### config.mk
export PLATFORM = sky130hd
export DESIGN_NAME = radio_frame_sync_failsafe_flat
export DESIGN_NICKNAME = d
export VERILOG_FILES = /design/src/design/rfs_pkg.sv /design/src/design/rfs_if.sv /design/src/design/radio_frame_sync_failsafe.sv /design/src/design/rfs_csr.sv /design/src/design/rfs_link.sv /design/src/flat_wrapper.sv
export SDC_FILE = /design/constraint.sdc
export NUM_CORES = 1
export LEC_CHECK = 0
export BUFFER_PORTS_ARGS = -buffer_cell sky130_fd_sc_hd__buf_4
export CAP_MARGIN = 20
export CELL_PAD_IN_SITES_DETAIL_PLACEMENT = 0
export CELL_PAD_IN_SITES_GLOBAL_PLACEMENT = 1
export CORE_ASPECT_RATIO = 2
export CORE_MARGIN = 3
export CORE_UTILIZATION = 35
export DETAILED_ROUTE_END_ITERATION = 8
export PLACE_DENSITY_LB_ADDON = 0.1
export RECOVER_POWER = 50
export SLEW_MARGIN = 20
export SYNTH_ARGS = -nofsm -noshare
export SYNTH_HDL_FRONTEND = slang
export SYNTH_SLANG_ARGS = --single-unit
### constraint.sdc
create_clock -name clock -period 12.1 [get_ports clock]
set_input_delay 2.42 -clock clock [delete_from_list [all_inputs] [get_ports clock]]
set_output_delay 2.42 -clock clock [all_outputs]
set_load 0.02 [all_outputs]
### src/design/rfs_pkg.sv
`default_nettype none
package rfs_pkg;

   localparam logic [7:0] FRAME_LEN_BYTE  = 8'h11;
   localparam logic [6:0] MIN_FRAME_BYTES = 7'd20;
   localparam logic [7:0] INDEX_WRAP      = 8'd188;
   localparam logic [1:0] TELEM_SLOT      = 2'd2;
   localparam logic [7:0] ANT_LOSSES      = 8'd2;
   localparam logic [2:0] POWER_STRONG    = 3'd5;
   localparam logic [2:0] POWER_WEAK      = 3'd6;

   localparam int LIMIT_W        = 22;
   localparam int FIFTY_MULT     = 50;
   localparam int FAILSAFE_MULT  = 10;

   localparam logic [15:0] RST_BOUND_TX_ID   = 16'd0;
   localparam logic [15:0] RST_SYNC_BASE     = 16'd9000;
   localparam logic [7:0]  RST_MAX_MISSING   = 8'd100;
   localparam logic [15:0] RST_TELEM_DELAY   = 16'd1500;
   localparam logic [7:0]  RST_RSSI_THRESH   = 8'd110;

   localparam int CSR_INDEX_W = 3;
   localparam int CSR_DATA_W  = 16;

   typedef enum logic [CSR_INDEX_W-1:0] {
      CSR_BOUND_TX_ID   = 3'd0,
      CSR_SYNC_BASE     = 3'd1,
      CSR_MAX_MISSING   = 3'd2,
      CSR_TELEM_DELAY   = 3'd3,
      CSR_RSSI_THRESH   = 3'd4
   } csr_index_type;

   typedef enum logic [4:0] {
      PH_STARTING  = 5'b00001,
      PH_UPDATE    = 5'b00010,
      PH_DATA      = 5'b00100,
      PH_TELEMETRY = 5'b01000,
      PH_RESUME    = 5'b10000
   } phase_type;

   typedef enum logic [1:0] {
      TM_FIFTY    = 2'd0,
      TM_NORMAL   = 2'd1,
      TM_FAILSAFE = 2'd2
   } tmode_type;

   typedef struct packed {
      logic [15:0] bound_tx_id;
      logic [15:0] sync_delay_base;
      logic [7:0]  max_missing_frames;
      logic [15:0] telemetry_delay;
      logic [7:0]  power_rssi_threshold;
   } csr_type;

   typedef struct packed {
      logic [31:0] now_us;
      logic [6:0]  fifo_count;
      logic        radio_idle;
      logic [7:0]  frame_length;
      logic [15:0] frame_tx_id;
      logic [7:0]  frame_counter;
      logic        crc_ok;
      logic [7:0]  link_rssi;
   } item_type;

   typedef struct packed {
      logic       frame_accepted;
      logic       hop_and_listen;
      logic       relisten;
      logic       service_overflow;
      logic       switch_antenna;
      logic       failsafe_raise;
      logic       rssi_clear;
      logic       telemetry_prepare;
      logic       telemetry_send;
      logic [2:0] tx_power_level;
      logic [7:0] current_frame_index;
      logic [7:0] lost_frames;
   } result_type;

   function automatic logic [7:0] sat_inc(input logic [7:0] v);
      return (v == 8'hFF) ? v : v + 8'd1;
   endfunction

endpackage
`default_nettype wire

### src/design/rfs_if.sv
`default_nettype none
interface rfs_req_if;
   logic        valid;
   logic        ready;
   logic [31:0] now_us;
   logic [6:0]  fifo_count;
   logic        radio_idle;
   logic [7:0]  frame_length;
   logic [15:0] frame_tx_id;
   logic [7:0]  frame_counter;
   logic        crc_ok;
   logic [7:0]  link_rssi;

   modport source (output valid, now_us, fifo_count, radio_idle, frame_length,
                   frame_tx_id, frame_counter, crc_ok, link_rssi, input ready);
   modport sink (input valid, now_us, fifo_count, radio_idle, frame_length,
                 frame_tx_id, frame_counter, crc_ok, link_rssi, output ready);
endinterface

interface rfs_rsp_if;
   logic       valid;
   logic       ready;
   logic       frame_accepted;
   logic       hop_and_listen;
   logic       relisten;
   logic       service_overflow;
   logic       switch_antenna;
   logic       failsafe_raise;
   logic       rssi_clear;
   logic       telemetry_prepare;
   logic       telemetry_send;
   logic [2:0] tx_power_level;
   logic [7:0] current_frame_index;
   logic [7:0] lost_frames;

   modport source (output valid, frame_accepted, hop_and_listen, relisten,
                   service_overflow, switch_antenna, failsafe_raise, rssi_clear,
                   telemetry_prepare, telemetry_send, tx_power_level,
                   current_frame_index, lost_frames, input ready);
   modport sink (input valid, frame_accepted, hop_and_listen, relisten,
                 service_overflow, switch_antenna, failsafe_raise, rssi_clear,
                 telemetry_prepare, telemetry_send, tx_power_level,
                 current_frame_index, lost_frames, output ready);
endinterface
`default_nettype wire

### src/design/radio_frame_sync_failsafe.sv
`default_nettype none
// Frame sync and failsafe tracker for a two-way RC receiver link. Each req
// transaction is one poll of the radio and yields exactly one rsp transaction
// carrying the actions to take (hop, relisten, antenna switch, failsafe,
// telemetry) plus the frame index and lost count after the poll. A poll is
// captured in an input register, evaluated combinationally and written into
// the result register, so the block takes one poll per clock unless rsp
// back-pressure holds it; rsp valid rises when the result register is loaded.
// rsp back-pressure stalls the input stage only when the result register is
// still occupied. Link state updates as each poll is evaluated. Configuration
// registers are written through the csr port, by the user only while no poll
// is outstanding; the block itself does not enforce this.
module radio_frame_sync_failsafe (
   input  wire logic                            clock,
   input  wire logic                            reset,
   input  wire logic                            csr_write_enable,
   input  wire logic [rfs_pkg::CSR_INDEX_W-1:0] csr_index,
   input  wire logic [rfs_pkg::CSR_DATA_W-1:0]  csr_wdata,
   rfs_req_if.sink                              req,
   rfs_rsp_if.source                            rsp
);
   import rfs_pkg::*;

   csr_type    csr;
   item_type   item_ff;
   logic       item_valid_ff;
   result_type result;
   result_type rsp_ff;
   logic       rsp_valid_ff;
   logic       step_en;

   assign step_en   = item_valid_ff && (!rsp_valid_ff || rsp.ready);
   assign req.ready = !item_valid_ff || step_en;

   rfs_csr u_csr (
      .clock            (clock),
      .reset            (reset),
      .csr_write_enable (csr_write_enable),
      .csr_index        (csr_index),
      .csr_wdata        (csr_wdata),
      .csr              (csr)
   );

   rfs_link u_link (
      .clock   (clock),
      .reset   (reset),
      .csr     (csr),
      .item    (item_ff),
      .step_en (step_en),
      .result  (result)
   );

   always_ff @(posedge clock) begin
      if (reset) begin
         item_valid_ff <= 1'b0;
         rsp_valid_ff  <= 1'b0;
      end else begin
         if (req.ready) begin
            item_valid_ff <= req.valid;
         end
         if (step_en) begin
            rsp_valid_ff <= 1'b1;
         end else if (rsp.ready) begin
            rsp_valid_ff <= 1'b0;
         end
      end
   end

   always_ff @(posedge clock) begin
      if (req.valid && req.ready) begin
         item_ff.now_us        <= req.now_us;
         item_ff.fifo_count    <= req.fifo_count;
         item_ff.radio_idle    <= req.radio_idle;
         item_ff.frame_length  <= req.frame_length;
         item_ff.frame_tx_id   <= req.frame_tx_id;
         item_ff.frame_counter <= req.frame_counter;
         item_ff.crc_ok        <= req.crc_ok;
         item_ff.link_rssi     <= req.link_rssi;
      end
      if (step_en) begin
         rsp_ff <= result;
      end
   end

   assign rsp.valid               = rsp_valid_ff;
   assign rsp.frame_accepted      = rsp_ff.frame_accepted;
   assign rsp.hop_and_listen      = rsp_ff.hop_and_listen;
   assign rsp.relisten            = rsp_ff.relisten;
   assign rsp.service_overflow    = rsp_ff.service_overflow;
   assign rsp.switch_antenna      = rsp_ff.switch_antenna;
   assign rsp.failsafe_raise      = rsp_ff.failsafe_raise;
   assign rsp.rssi_clear          = rsp_ff.rssi_clear;
   assign rsp.telemetry_prepare   = rsp_ff.telemetry_prepare;
   assign rsp.telemetry_send      = rsp_ff.telemetry_send;
   assign rsp.tx_power_level      = rsp_ff.tx_power_level;
   assign rsp.current_frame_index = rsp_ff.current_frame_index;
   assign rsp.lost_frames         = rsp_ff.lost_frames;
endmodule
`default_nettype wire

### src/design/rfs_csr.sv
`default_nettype none
module rfs_csr (
   input  wire logic                               clock,
   input  wire logic                               reset,
   input  wire logic                               csr_write_enable,
   input  wire logic [rfs_pkg::CSR_INDEX_W-1:0]    csr_index,
   input  wire logic [rfs_pkg::CSR_DATA_W-1:0]     csr_wdata,
   output rfs_pkg::csr_type                        csr
);
   import rfs_pkg::*;

   csr_type csr_ff;
   csr_type csr_in;

   always_comb begin
      csr_in = csr_ff;
      if (csr_write_enable) begin
         case (csr_index_type'(csr_index))
            CSR_BOUND_TX_ID: csr_in.bound_tx_id          = csr_wdata;
            CSR_SYNC_BASE:   csr_in.sync_delay_base      = csr_wdata;
            CSR_MAX_MISSING: csr_in.max_missing_frames   = csr_wdata[7:0];
            CSR_TELEM_DELAY: csr_in.telemetry_delay      = csr_wdata;
            CSR_RSSI_THRESH: csr_in.power_rssi_threshold = csr_wdata[7:0];
            default: ;
         endcase
      end
   end

   always_ff @(posedge clock) begin
      if (reset) begin
         csr_ff.bound_tx_id          <= RST_BOUND_TX_ID;
         csr_ff.sync_delay_base      <= RST_SYNC_BASE;
         csr_ff.max_missing_frames   <= RST_MAX_MISSING;
         csr_ff.telemetry_delay      <= RST_TELEM_DELAY;
         csr_ff.power_rssi_threshold <= RST_RSSI_THRESH;
      end else begin
         csr_ff <= csr_in;
      end
   end

   assign csr = csr_ff;
endmodule
`default_nettype wire

### src/design/rfs_link.sv
`default_nettype none
module rfs_link (
   input  wire logic              clock,
   input  wire logic              reset,
   input  wire rfs_pkg::csr_type  csr,
   input  wire rfs_pkg::item_type item,
   input  wire logic              step_en,
   output rfs_pkg::result_type    result
);
   import rfs_pkg::*;

   phase_type   phase_ff, phase_in;
   tmode_type   mode_ff, mode_in;
   logic [31:0] lrt_ff, lrt_in;
   logic [7:0]  index_ff, index_in;
   logic [7:0]  lost_ff, lost_in;

   logic            frame_ok;
   logic [31:0]     elapsed;
   logic [31:0]     data_lrt;
   logic [31:0]     data_elapsed;
   tmode_type       data_mode;
   logic [LIMIT_W-1:0] data_limit;
   logic            data_timeout;
   logic [7:0]      data_lost;
   logic [7:0]      wrapped_index;
   logic [7:0]      synced_index;
   logic [7:0]      data_index;

   assign frame_ok = (item.fifo_count >= MIN_FRAME_BYTES)
                   && (item.frame_length == FRAME_LEN_BYTE)
                   && item.crc_ok
                   && (item.frame_tx_id == csr.bound_tx_id);

   assign elapsed = item.now_us - lrt_ff;

   // update phase and an accepted frame both restamp the receive time first
   assign data_lrt     = (phase_ff == PH_UPDATE || frame_ok) ? item.now_us : lrt_ff;
   assign data_elapsed = item.now_us - data_lrt;
   assign data_mode    = frame_ok ? TM_NORMAL : mode_ff;
   assign data_lost    = frame_ok ? 8'd0 : lost_ff;

   always_comb begin
      case (data_mode)
         TM_NORMAL:   data_limit = LIMIT_W'(csr.sync_delay_base);
         TM_FAILSAFE: data_limit = LIMIT_W'(csr.sync_delay_base)
                                   * LIMIT_W'(FAILSAFE_MULT);
         default:     data_limit = LIMIT_W'(csr.sync_delay_base)
                                   * LIMIT_W'(FIFTY_MULT);
      endcase
   end

   assign data_timeout = data_elapsed >= {{(32-LIMIT_W){1'b0}}, data_limit};

   // index resyncs to the frame counter on every accepted frame
   assign wrapped_index = (index_ff >= INDEX_WRAP) ? 8'd0 : index_ff;
   assign synced_index  = (item.frame_counter != wrapped_index) ? item.frame_counter
                                                                 : wrapped_index;
   assign data_index    = frame_ok ? sat_inc(synced_index) : index_ff;

   always_comb begin
      phase_in = phase_ff;
      mode_in  = mode_ff;
      lrt_in   = lrt_ff;
      index_in = index_ff;
      lost_in  = lost_ff;
      result   = '0;
      case (phase_ff)
         PH_RESUME: begin
            if (item.radio_idle) begin
               result.service_overflow = 1'b1;
               result.hop_and_listen   = 1'b1;
            end
            if (elapsed > {16'd0, csr.sync_delay_base}) begin
               index_in = sat_inc(index_ff);
               phase_in = PH_UPDATE;
            end
         end
         PH_TELEMETRY: begin
            if (elapsed >= {16'd0, csr.telemetry_delay}) begin
               result.telemetry_send = 1'b1;
               result.tx_power_level = (item.link_rssi > csr.power_rssi_threshold)
                                       ? POWER_STRONG : POWER_WEAK;
               phase_in = PH_RESUME;
            end
         end
         PH_UPDATE, PH_DATA: begin
            phase_in = PH_DATA;
            lrt_in   = data_lrt;
            mode_in  = data_mode;
            lost_in  = data_lost;
            index_in = data_index;
            result.service_overflow = 1'b1;
            if (frame_ok) begin
               result.frame_accepted = 1'b1;
               if (item.frame_counter[1:0] == TELEM_SLOT) begin
                  result.telemetry_prepare = 1'b1;
                  phase_in = PH_TELEMETRY;
               end else begin
                  result.relisten = 1'b1;
                  phase_in = PH_UPDATE;
               end
            end
            if (data_timeout) begin
               result.switch_antenna = data_lost >= ANT_LOSSES;
               if (data_lost >= csr.max_missing_frames) begin
                  mode_in = TM_FAILSAFE;
                  result.failsafe_raise = 1'b1;
               end
               lost_in  = sat_inc(data_lost);
               result.rssi_clear     = 1'b1;
               result.hop_and_listen = 1'b1;
               index_in = sat_inc(data_index);
               phase_in = PH_UPDATE;
               lrt_in   = item.now_us;
            end
         end
         default: begin
            result.hop_and_listen = 1'b1;
            phase_in = PH_UPDATE;
         end
      endcase
      result.current_frame_index = index_in;
      result.lost_frames         = lost_in;
   end

   always_ff @(posedge clock) begin
      if (reset) begin
         phase_ff <= PH_STARTING;
         mode_ff  <= TM_FIFTY;
         lrt_ff   <= 32'd0;
         index_ff <= 8'd0;
         lost_ff  <= 8'd0;
      end else if (step_en) begin
         phase_ff <= phase_in;
         mode_ff  <= mode_in;
         lrt_ff   <= lrt_in;
         index_ff <= index_in;
         lost_ff  <= lost_in;
      end
   end
endmodule
`default_nettype wire

### src/flat_wrapper.sv
// flat-port wrapper written by rule: the top's interface ports become plain ports
module radio_frame_sync_failsafe_flat import rfs_pkg::*;
  (clock, reset, csr_write_enable, csr_index, csr_wdata, req_valid, req_now_us, req_fifo_count, req_radio_idle, req_frame_length, req_frame_tx_id, req_frame_counter, req_crc_ok, req_link_rssi, req_ready, rsp_valid, rsp_frame_accepted, rsp_hop_and_listen, rsp_relisten, rsp_service_overflow, rsp_switch_antenna, rsp_failsafe_raise, rsp_rssi_clear, rsp_telemetry_prepare, rsp_telemetry_send, rsp_tx_power_level, rsp_current_frame_index, rsp_lost_frames, rsp_ready);
  rfs_req_if req_i ();
  rfs_rsp_if rsp_i ();
  input  wire logic clock;
  input  wire logic reset;
  input  wire logic csr_write_enable;
  input  wire logic [rfs_pkg::CSR_INDEX_W-1:0] csr_index;
  input  wire logic [rfs_pkg::CSR_DATA_W-1:0] csr_wdata;
  input wire logic [$bits(req_i.valid)-1:0] req_valid;
  input wire logic [$bits(req_i.now_us)-1:0] req_now_us;
  input wire logic [$bits(req_i.fifo_count)-1:0] req_fifo_count;
  input wire logic [$bits(req_i.radio_idle)-1:0] req_radio_idle;
  input wire logic [$bits(req_i.frame_length)-1:0] req_frame_length;
  input wire logic [$bits(req_i.frame_tx_id)-1:0] req_frame_tx_id;
  input wire logic [$bits(req_i.frame_counter)-1:0] req_frame_counter;
  input wire logic [$bits(req_i.crc_ok)-1:0] req_crc_ok;
  input wire logic [$bits(req_i.link_rssi)-1:0] req_link_rssi;
  output wire logic [$bits(req_i.ready)-1:0] req_ready;
  output wire logic [$bits(rsp_i.valid)-1:0] rsp_valid;
  output wire logic [$bits(rsp_i.frame_accepted)-1:0] rsp_frame_accepted;
  output wire logic [$bits(rsp_i.hop_and_listen)-1:0] rsp_hop_and_listen;
  output wire logic [$bits(rsp_i.relisten)-1:0] rsp_relisten;
  output wire logic [$bits(rsp_i.service_overflow)-1:0] rsp_service_overflow;
  output wire logic [$bits(rsp_i.switch_antenna)-1:0] rsp_switch_antenna;
  output wire logic [$bits(rsp_i.failsafe_raise)-1:0] rsp_failsafe_raise;
  output wire logic [$bits(rsp_i.rssi_clear)-1:0] rsp_rssi_clear;
  output wire logic [$bits(rsp_i.telemetry_prepare)-1:0] rsp_telemetry_prepare;
  output wire logic [$bits(rsp_i.telemetry_send)-1:0] rsp_telemetry_send;
  output wire logic [$bits(rsp_i.tx_power_level)-1:0] rsp_tx_power_level;
  output wire logic [$bits(rsp_i.current_frame_index)-1:0] rsp_current_frame_index;
  output wire logic [$bits(rsp_i.lost_frames)-1:0] rsp_lost_frames;
  input wire logic [$bits(rsp_i.ready)-1:0] rsp_ready;
  assign req_i.valid = req_valid;
  assign req_i.now_us = req_now_us;
  assign req_i.fifo_count = req_fifo_count;
  assign req_i.radio_idle = req_radio_idle;
  assign req_i.frame_length = req_frame_length;
  assign req_i.frame_tx_id = req_frame_tx_id;
  assign req_i.frame_counter = req_frame_counter;
  assign req_i.crc_ok = req_crc_ok;
  assign req_i.link_rssi = req_link_rssi;
  assign req_ready = req_i.ready;
  assign rsp_valid = rsp_i.valid;
  assign rsp_frame_accepted = rsp_i.frame_accepted;
  assign rsp_hop_and_listen = rsp_i.hop_and_listen;
  assign rsp_relisten = rsp_i.relisten;
  assign rsp_service_overflow = rsp_i.service_overflow;
  assign rsp_switch_antenna = rsp_i.switch_antenna;
  assign rsp_failsafe_raise = rsp_i.failsafe_raise;
  assign rsp_rssi_clear = rsp_i.rssi_clear;
  assign rsp_telemetry_prepare = rsp_i.telemetry_prepare;
  assign rsp_telemetry_send = rsp_i.telemetry_send;
  assign rsp_tx_power_level = rsp_i.tx_power_level;
  assign rsp_current_frame_index = rsp_i.current_frame_index;
  assign rsp_lost_frames = rsp_i.lost_frames;
  assign rsp_i.ready = rsp_ready;
  radio_frame_sync_failsafe u_core (.clock(clock), .reset(reset), .csr_write_enable(csr_write_enable), .csr_index(csr_index), .csr_wdata(csr_wdata), .req(req_i), .rsp(rsp_i));
endmodule
==> impl_metrics.json <==
{
  "std_cell_rows": 117,
  "postSynthRegisterBits": 228,
  "path_delay_family": "compound AO/OA/AOI/OAI gates",
  "fmax_mhz": 117.9,
  "timing.critical_path.slowest_cell_delay_ns": 0.97,
  "post_cts_resized": 0,
  "failed_checks": "max-capacitance violations, max-slew violations",
  "syn2layout_area_growth_pct": 12.88,
  "timing.critical_path.arrival_ns": 8.95,
  "worst-path-buf-inv": 3,
  "power_report.internal_total_mw": 1.415,
  "post-route-min-period_ns": 8.485,
  "area.sequential_um2": 5635,
  "number_of_enable_flip_flop_cells_after_synthesis": 107,
  "synth.largest_area_cell": "edfxtp_1",
  "clock_power_share_pct": 36.4,
  "max-cap-violations": 5,
  "timing.slew.headroom_pct": -145.4,
  "netlist-cell-type-count": 94,
  "htreeDepth": 1,
  "critical_path_required_ns": 12.56,
  "cts_sinks": 228,
  "gp_routability_congestion": 0.9169,
  "route.detailed.wl_per_inst_um": 20.86,
  "max-vdd-ir-drop_uv": 110.0,
  "worst-r2r-cell-count": 29,
  "synth-seq-area-share_pct": 31.30,
  "critical_path.most_common_cell": "a21oi_1",
  "clock_insertion_delay_worst_skew_ns": 0.58,
  "timing.final.crit_share_pct": 70.12,
  "dieHeight_um": 326.8,
  "dr.pass1.iters": 5,
  "syn-mean-instance-area_um2": 8.473,
  "synthTopCellsByArea": "edfxtp_1 (18%), ha_1 (15%), dfxtp_1 (13%), nand2_1 (5.8%), a21oi_1 (5.3%)",
  "drtIter0Drc": 707,
  "ys_dominant_reg_cell": "dfxtp_1",
  "outcome": "finished with violations",
  "worst_hold_class": "flip-flop to flip-flop",
  "holdBufCountCts": 0,
  "cts-root-to-sink-buffers": 3,
  "detail_route.drc_violations": 0,
  "clk_transition_reported_paths_ns": 0.07,
  "synth_top_cell_area_share_pct": 17.84,
  "fin_setup_tns_ns": 0,
  "net_sw_share_pct": 30.56,
  "detailedPlacementHpwl_um": 48960,
  "numCtsBuffers": 25,
  "grt_setup_unrepaired": "no",
  "layout-drive-gt1-share_pct": 11.22,
  "power.density_nw_per_um2": 100.2,
  "post_route_cell_area_um2": 20330,
  "slowest_stage": "or4_1",
  "share_of_synthesized_flip_flops_with_an_asynchronous_set_or_reset_pct": 0,
  "finalWirelength_um": 60330,
  "skew_ns": 0.01580,
  "remaining_overflow_grt": 0,
  "grt_first_pass_wirelength_um": 93270,
  "grt_start_max_net_pins": 69,
  "chipWidth_um": 166.4,
  "synthesis.nets": 2460,
  "core_um2": 50940,
  "portBuffers": 132,
  "finalHoldViolations": 0,
  "antenna_found_initial": 0,
  "path_max_fanout": 32,
  "crit_cells": 29,
  "initial_utilization_pct": 35.34,
  "clk_root_buffer_cell": "clkbuf_16",
  "diodes": 0,
  "switchingPower_mw": 0.6227,
  "post_synth_instance_area_um2": 18010,
  "worstHoldPathCells": 2,
  "filler_cell_count": 5308,
  "number_of_global_route_vias_before_repair": 16660,
  "tritoncts": "done",
  "globalRouteTotalUtil_pct": 21.77,
  "postPlaceCellArea_um2": 19600,
  "area_used_by_multi_input_combinational_logic_um2": 11380,
  "synth_top_cells_by_count": "nand2_1 (279), ha_1 (217), a21oi_1 (189)",
  "timing.final.max_slew_violations": 203,
  "die_area_um2": 54370,
  "setup_failing_eps_final": 0,
  "post_cts_buffers": 0,
  "worst_pin_slew_ns": 3.681,
  "power.share.combinational_pct": 21.3,
  "ports_placed_on_the_boundary": 135,
  "timing.critical_path.to_type": "flip-flop",
  "final_antenna_net_count": 0,
  "synth.yosys.warnings": 0,
  "avgViaCountPerCell": 5.462,
  "power.static_leakage_nw": 8.136,
  "routed-via-count": 15797,
  "yosys.cell_count.top_type": "nand2_1",
  "synthesis.instances": 2125,
  "layout.nets": 2554,
  "part_of_the_power_in_registers_pct": 42.3,
  "cp-start-kind": "flip-flop",
  "crit_type": "flip-flop to flip-flop"
}
## logic make-up after synthesis
kind of cell / synth area share (%)
compound gates: 21.07
xor+xnor: 4.037
fa+ha+maj: 16.69
buf+inv: 5.559
flops: 31.30
mux: 2.522
simple gates: 18.82
## cell type report
class	instances	share of cell area, %
multi-input cells	1640	55.98
clock buffers	35	3.410
well taps	654	4.026
inverters	177	3.269
repair buffers	147	5.214
flip-flops and latches	228	27.73
clock inverters	11	0.3755
## metrics by stage
step | util (%) | power [mW] | hold slack (ns) | instances | worst slack (ns)
2_1_floorplan | - | 1.159 | 0.4363 | 2125 | 5.461
3_3_place_gp | 38.47 | 1.311 | 0.4448 | 2845 | 3.123
3_5_place_dp | 38.47 | 1.317 | 0.4503 | 2845 | 3.087
4_1_cts | 39.98 | 2.073 | 0.4594 | 2891 | 3.062
5_1_grt | 39.90 | 2.152 | 0.4772 | 2892 | 2.926
6_report | 39.90 | 2.037 | 0.4569 | 2892 | 3.615
## cell usage in the layout (no fill, tap or decap), types with 12 or more instances in the layout
cell type,count
o21bai_1,12
a211oi_1,17
o21a_1,38
mux2i_1,42
xor2_1,33
a21o_1,44
dfxtp_1,121
ha_1,217
nand2_1,279
or3_1,14
nor2_1,114
nor4_1,14
and2_1,19
clkbuf_4,78
clkbuf_16,25
o211ai_1,34
xnor2_1,50
edfxtp_1,107
or2_2,14
nor2b_1,33
fa_1,13
nand3_1,49
nand2_2,20
buf_4,53
clkbuf_1,22
inv_1,177
o21ai_0,88
a21oi_1,188
nand4_1,28
nor3_1,38
nand2b_1,19
a31oi_1,22
o31ai_1,12
a21oi_2,21
and3_1,27
## power by group through the flow
| stage | Combinational, mW | Sequential (mW) | Clock [mW] |
|---|---|---|---|
| 2_1_floorplan | 0.284 | 0.875 | 0 |
| 3_3_place_gp | 0.434 | 0.877 | 0 |
| 3_5_place_dp | 0.440 | 0.877 | 0 |
| 4_1_cts | 0.442 | 0.861 | 0.770 |
| 5_1_grt | 0.487 | 0.864 | 0.801 |
| 6_report | 0.434 | 0.861 | 0.742 |
## routing by layer
metal	global-route usage (%)	part of all wire [%]	vias up
li1	-	-	7812
met1	20.61	34	7493
met2	44.49	56	355
met3	2.276	3.4	137
met4	11.88	6.2	0
met5	0	0	-
## state kept, by name (all words and copies together) (netlist names), 5 cells and up
| signal | flops |
|---|---|
| u_core.item_ff | 79 |
| u_core.rsp.current_frame_index | 8 |
| u_core.u_link.phase_ff | 5 |
| u_core.rsp.lost_frames | 8 |
| u_core.u_csr.csr | 64 |
| u_core.u_link.index_ff | 8 |
| u_core.u_link.lrt_ff | 32 |
| u_core.u_link.lost_ff | 8 |
## final timing paths
kind / startpoint / end / slack [ns]
setup reg to reg: u_core.u_csr.csr[35] / u_core.u_link.lrt_ff[0] / 3.62
hold reg to reg: u_core.u_csr.csr[31] / u_core.u_csr.csr[31] / 0.46
hold / removal: u_core.u_csr.csr[31] / u_core.u_csr.csr[31] / 0.46
setup / recovery: u_core.u_csr.csr[35] / u_core.u_link.lrt_ff[0] / 3.62
## tightest hold or removal path, stage by stage (launching register included)
cell     delay, ns
dfxtp_1       0.31
nand2_1       0.05
a21oi_1       0.05
Power figures use the tool's default switching activity.
